[src/saturating_fixed_point_alu_defines.svh]
// Assertion macros used by the top-level RTL file.
`ifndef SATURATING_FIXED_POINT_ALU_DEFINES_SVH
`define SATURATING_FIXED_POINT_ALU_DEFINES_SVH

`define SFA_ASSERT_IMPL(label, clk, rst_n, ante, cons) \
    label: assert property (@(posedge clk) disable iff (!rst_n) (ante) |-> (cons)) \
        else $error("assertion failed");

`define SFA_ASSERT_NEXT(label, clk, rst_n, ante, cons) \
    label: assert property (@(posedge clk) disable iff (!rst_n) (ante) |=> (cons)) \
        else $error("assertion failed");

`endif

[src/sfa_pkg.sv]
`default_nettype none
package sfa_pkg;
    localparam int FRAC_BITS = 8;
    localparam int W = 32;
    localparam int QW = W + FRAC_BITS + 1;
    localparam int NCELL = QW;

    typedef enum logic [2:0] {
        ACT_ADD = 3'd0,
        ACT_SUB = 3'd1,
        ACT_MUL = 3'd2,
        ACT_DIV = 3'd3,
        ACT_MIN = 3'd4,
        ACT_MAX = 3'd5
    } t_action;

    typedef struct packed {
        logic                 valid;
        logic [2:0]           action;
        logic [W-1:0]         fast;
        logic                 sat;
        logic                 dbz;
        logic                 a_less;
        logic                 eq;
        logic                 neg;
        logic [2*W-1:0]       prod;
        logic [QW:0]          rem;
        logic [QW-1:0]        num;
        logic [W-1:0]         den;
    } t_beat;

    function automatic logic [W:0] sat_fn(input logic signed [2*W+1:0] v);
        logic signed [2*W+1:0] mx;
        logic signed [2*W+1:0] mn;
        mx = {{(W+3){1'b0}}, {(W-1){1'b1}}};
        mn = {{(W+3){1'b1}}, {(W-1){1'b0}}};
        if (v > mx) begin
            return {1'b1, mx[W-1:0]};
        end else if (v < mn) begin
            return {1'b1, mn[W-1:0]};
        end
        return {1'b0, v[W-1:0]};
    endfunction
endpackage
`default_nettype wire

[src/sfa_div_cell.sv]
`default_nettype none
// One restoring-division step on the magnitudes; the quotient bit shifts into num.
module sfa_div_cell (
    input  wire logic            i_clk,
    input  wire logic            i_rst_n,
    input  wire logic            i_en,
    input  wire sfa_pkg::t_beat  i_beat,
    output sfa_pkg::t_beat       o_beat
);
    sfa_pkg::t_beat n_beat;
    logic [sfa_pkg::QW:0] shifted;
    logic [sfa_pkg::QW:0] diff;

    always_comb begin
        n_beat = i_beat;
        shifted = {i_beat.rem[sfa_pkg::QW-1:0], i_beat.num[sfa_pkg::QW-1]};
        diff = shifted - {{(sfa_pkg::QW+1-sfa_pkg::W){1'b0}}, i_beat.den};
        if (!diff[sfa_pkg::QW]) begin
            n_beat.rem = diff;
            n_beat.num = {i_beat.num[sfa_pkg::QW-2:0], 1'b1};
        end else begin
            n_beat.rem = shifted;
            n_beat.num = {i_beat.num[sfa_pkg::QW-2:0], 1'b0};
        end
    end

    always_ff @(posedge i_clk) begin
        if (!i_rst_n) begin
            o_beat.valid <= 1'b0;
        end else if (i_en) begin
            o_beat <= n_beat;
        end
    end
endmodule
`default_nettype wire

[config.mk]
export PLATFORM = sky130hd
export DESIGN_NAME = sfa_div_cell
export DESIGN_NICKNAME = d
export VERILOG_FILES = /design/src/saturating_fixed_point_alu_defines.svh /design/src/sfa_pkg.sv /design/src/sfa_div_cell.sv
export SDC_FILE = /design/constraint.sdc
export NUM_CORES = 1
export LEC_CHECK = 0
export ABC_CLOCK_PERIOD_IN_PS = 7100
export BUFFER_PORTS_ARGS = -buffer_cell sky130_fd_sc_hd__buf_2
export CORE_AREA = 5 5 168 170
export DETAILED_ROUTE_END_ITERATION = 6
export DIE_AREA = 0 0 173 175
export SYNTH_ARGS = -nofsm -noshare
export SYNTH_HDL_FRONTEND = slang
export SYNTH_SLANG_ARGS = --single-unit
[constraint.sdc]
create_clock -name i_clk -period 7.1 [get_ports i_clk]
set_input_delay 0.355 -clock i_clk [delete_from_list [all_inputs] [get_ports i_clk]]
set_output_delay 0.355 -clock i_clk [all_outputs]
set_load 0.005 [all_outputs]
After elaboration in Yosys (flattened, before gate mapping) --
Index checks and enable logic that the tools add are counted.
Operators by class: reduce and logical (&&, ||, !) cells 1, muxes and demuxes 1, add/sub/neg operators 1
Operators by type and width (count):
- $mux W82 | 1
- $sub A42 B32 Y42 | 1
- $reduce_and A2 Y1 | 1
Word-level totals: logic and storage cells 16, flip-flop bits (word level) 220, output and inout bits 220

Depth between registers and ports, before layout --
word-level depth 2, depth in mapped cells 14, mapped depth without buffers 12

Least setup slack after synthesis --
No wires, ideal clock.
kind in2reg, from input i_en, to register o_beat[0] (netlist name) (enable), arrival time 5.316 ns, stages on the path 1, required time 6.494 ns, buffers on the path 0, slack 1.178 ns, cells stage by stage and2_1
Between the ends: longest elaborated chain between the ends 1
Ends and longest elaborated chain:
- start, declared | RTL line sfa_div_cell.sv:6 | input wire logic i_en,
- $reduce_and A2 Y1 (no line)
- end signal, assigned | RTL line sfa_div_cell.sv:31 | o_beat <= n_beat;
- end, declared | RTL line sfa_div_cell.sv:8 | output sfa_pkg::t_beat o_beat
Every way passes these cells. A chain may end at the register's enable or synchronous reset.

==> run metrics <==
outcome=finished clean; Port Buffers=441; Pleak=5.889 nW; Worst Path Arrival=3.85 ns; max reg flops=220; Synth Area in Compound Gates=0.08658; post-synthesis adder-cell area fraction=0.04692; die height=175 um; synthesized area=8960 um^2; vias in the first global route=7514; First-pass DRT Iterations=5; Largest regs=o_beat: 220 flops; Sink Count=220; busiest layer in global routing=met2; mux share of post-synthesis cell area=0.001117; final setup TNS=0 ns; initial antenna violation count=10; Vias/cell=4.703; total vias in the final route=7313; VDD IR max=0.1677 mV; Setup Crit Path Kind=input pin to flip-flop; Die Wd=173 um; post_cts resized=0; Synthesized Nets=847; synthesized-area fraction occupied by and/or/nand/nor cells=0.06647; remaining antenna violation count after routing=0; GPL Wtd Cong=0.8621; first-pass GRT wire length=46820 um; Tightest Pin Transition=0.8105 ns; final setup violation count=0; Crit path max-delay family=compound AO/OA/AOI/OAI gates; Setup crit start kind=input pin; Max Transition Viols Final=0; sequential power share=0.468; crit-path max FO=69; Mean Syn Cell Area=15.16 um^2; Clock Path Buffers=3; final wirelength=32060 um; Root Buffer=clkbuf_16; Final HPWL DP=23330 um; commonest non-fill, non-tap cell in the layout=buf_2; unrepaired setup endpoints after global routing=false; most flop-heavy register=o_beat; Initial Util=0.3371; PwrDens=241.5 nW/um^2; CP Cell Sequence=dlygate4sd3_1, buf_2, inv_1, ha_1, a21oi_1, o21ai_0, a311o_1, a211oi_2, o21ai_2, xnor2_4, buf_4, inv_2, and3_1, xor2_1; worst clock skew=0 ns; switch share=0.2408; Ys Warns=0; Post-Synth XOR/XNOR Area=0.03798; Worst Hold Class=input pin to flip-flop; row cnt=60; ratio of cells with drive above 1 in the final layout=0.4074; Worst setup EP type=flip-flop; Distinct cells, synth=54; clock slew at reported path FFs=0.06 ns; highest-delay cell along the critical path=buf_4; H-tree level count=1; setup slack after placement=3.203 ns; met3 Use GR=0.07161; Clock Latency Late Sink=0.52 ns; grt met2 use=0.3541; Area growth syn-to-layout=53.90%; Sw Pwr=802.0 uW; Post-Synthesis Cells=591; post-CTS setup buffer count=0; Highest Clock Rate=279.6 MHz; Req. time, crit path=7.37 ns; hold_buf cts=138; most frequent cells in the layout=441 x buf_2, 219 x edfxtp_1, 140 x dlygate4sd3_1, 53 x nand2_1, 39 x inv_1; Residual DRC=0; Yosys reg bits=220; CTS tree=yes; GRT Residual Overflow=0; Post-synth EDFFs=219; Async S/R FF share, synth=0; Int Power=2.528 mW; NumNets Final=1448; overall routing resource usage=0.2003; I/O pin total=443; final worst path period need=3.576 ns; post-route cell area=13790 um^2; top_reg_cell synth=edfxtp_1; CP peak stage delay=0.55 ns; wire per inst=20.61 um; final hold viol count=0; largest family of logic cells by synthesized area=compound AO/OA/AOI/OAI gates; full die area=30280 um^2; post-route clock period utilization=0.5037; max-cap viol count=0; combinational power share=0.147; grt met1 use=0.2168; crit path buf inv count=5; Core ar.=26580 um^2; Setup WS post-layout=3.524 ns; Placed Area=11570 um^2; largest net degree at the start of global routing=120; CTS buffer count=25; DR iter-0 viols=492; relative slew slack=0.4597; share of total power in the clock network=0.385; post-synthesis sequential area ratio=0.7362
[worst reg2reg max path, stage by stage (launching register included)]
cell,delay (ns)
dfxtp_1,0.31
mux2i_1,0.12
nor2b_1,0.06
[cell families (layout without fill, tap and decap cells)]
group | count (synthesis) | after routing
fa+ha+maj | 33 | 33
compound gates | 125 | 125
simple gates | 124 | 124
xor+xnor | 38 | 38
other cells | 0 | 4
buf+inv | 50 | 669
flops | 220 | 220
mux | 1 | 1
[layout make-up]
class                   count  area, um^2
diodes                      4       10.01
multi-input cells         321        2156
well taps                 341       426.7
repair buffers            584        3643
inverters                  40       150.1
flip-flops and latches    220        6596
clock inverters            14       158.9
fillers                  2293       12790
clock buffers              31       648.1
[per-stage QoR]
step                hold slack, ns  total power, mW  std cells    util
floorplan                   0.4539            1.792        591       -
global placement            0.5045            1.998       1366  0.4354
detailed placement          0.5173            2.008       1366  0.4354
CTS                      0.0002068            3.366       1549  0.5178
global route              0.002657            3.477       1555  0.5189
finish                     0.02722            3.330       1555  0.5189
[Yosys cell counts (all sizes together) (7+ instances only)]
master / number / area share
a21oi: 33 / 0.018
xnor2: 20 / 0.020
o21ai: 44 / 0.025
nand2: 53 / 0.022
buf: 7 / 0.0067
xor2: 18 / 0.018
a21o: 9 / 0.0075
edfxtp: 219 / 0.73
ha: 32 / 0.045
inv: 40 / 0.017
nor2: 21 / 0.0088
[power groups by stage]
stage | registers, mW | logic (mW) | clock network [mW]
after detailed placement | 1.58 | 0.423 | 0
final | 1.56 | 0.489 | 1.28
after global routing | 1.57 | 0.533 | 1.38
after floorplan | 1.61 | 0.180 | 0
after CTS | 1.56 | 0.490 | 1.32
after global placement | 1.58 | 0.416 | 0
[worst paths after layout]
path | from | to | slack [ns] | depth (start not counted)
setup / recovery | i_beat[9] | o_beat[110]$_DFFE_PP_ | 3.52 | 14
hold / removal | i_beat[64] | o_beat[65]$_DFFE_PP_ | 0.03 | 1
setup reg to reg | o_beat[219]$_SDFFE_PN0P_ | o_beat[219]$_SDFFE_PN0P_ | 6.50 | 2
hold reg to reg | o_beat[219]$_SDFFE_PN0P_ | o_beat[219]$_SDFFE_PN0P_ | 0.53 | 2
[layer usage]
| metal | vias to the layer above | part of all wire |
|---|---|---|
| met3 | 85 | 0.087 |
| li1 | 3433 | - |
| met5 | - | 0.0026 |
| met4 | 12 | 0.048 |
| met2 | 352 | 0.50 |
| met1 | 3431 | 0.36 |
Note: power is estimated with default switching activity, not from simulation.
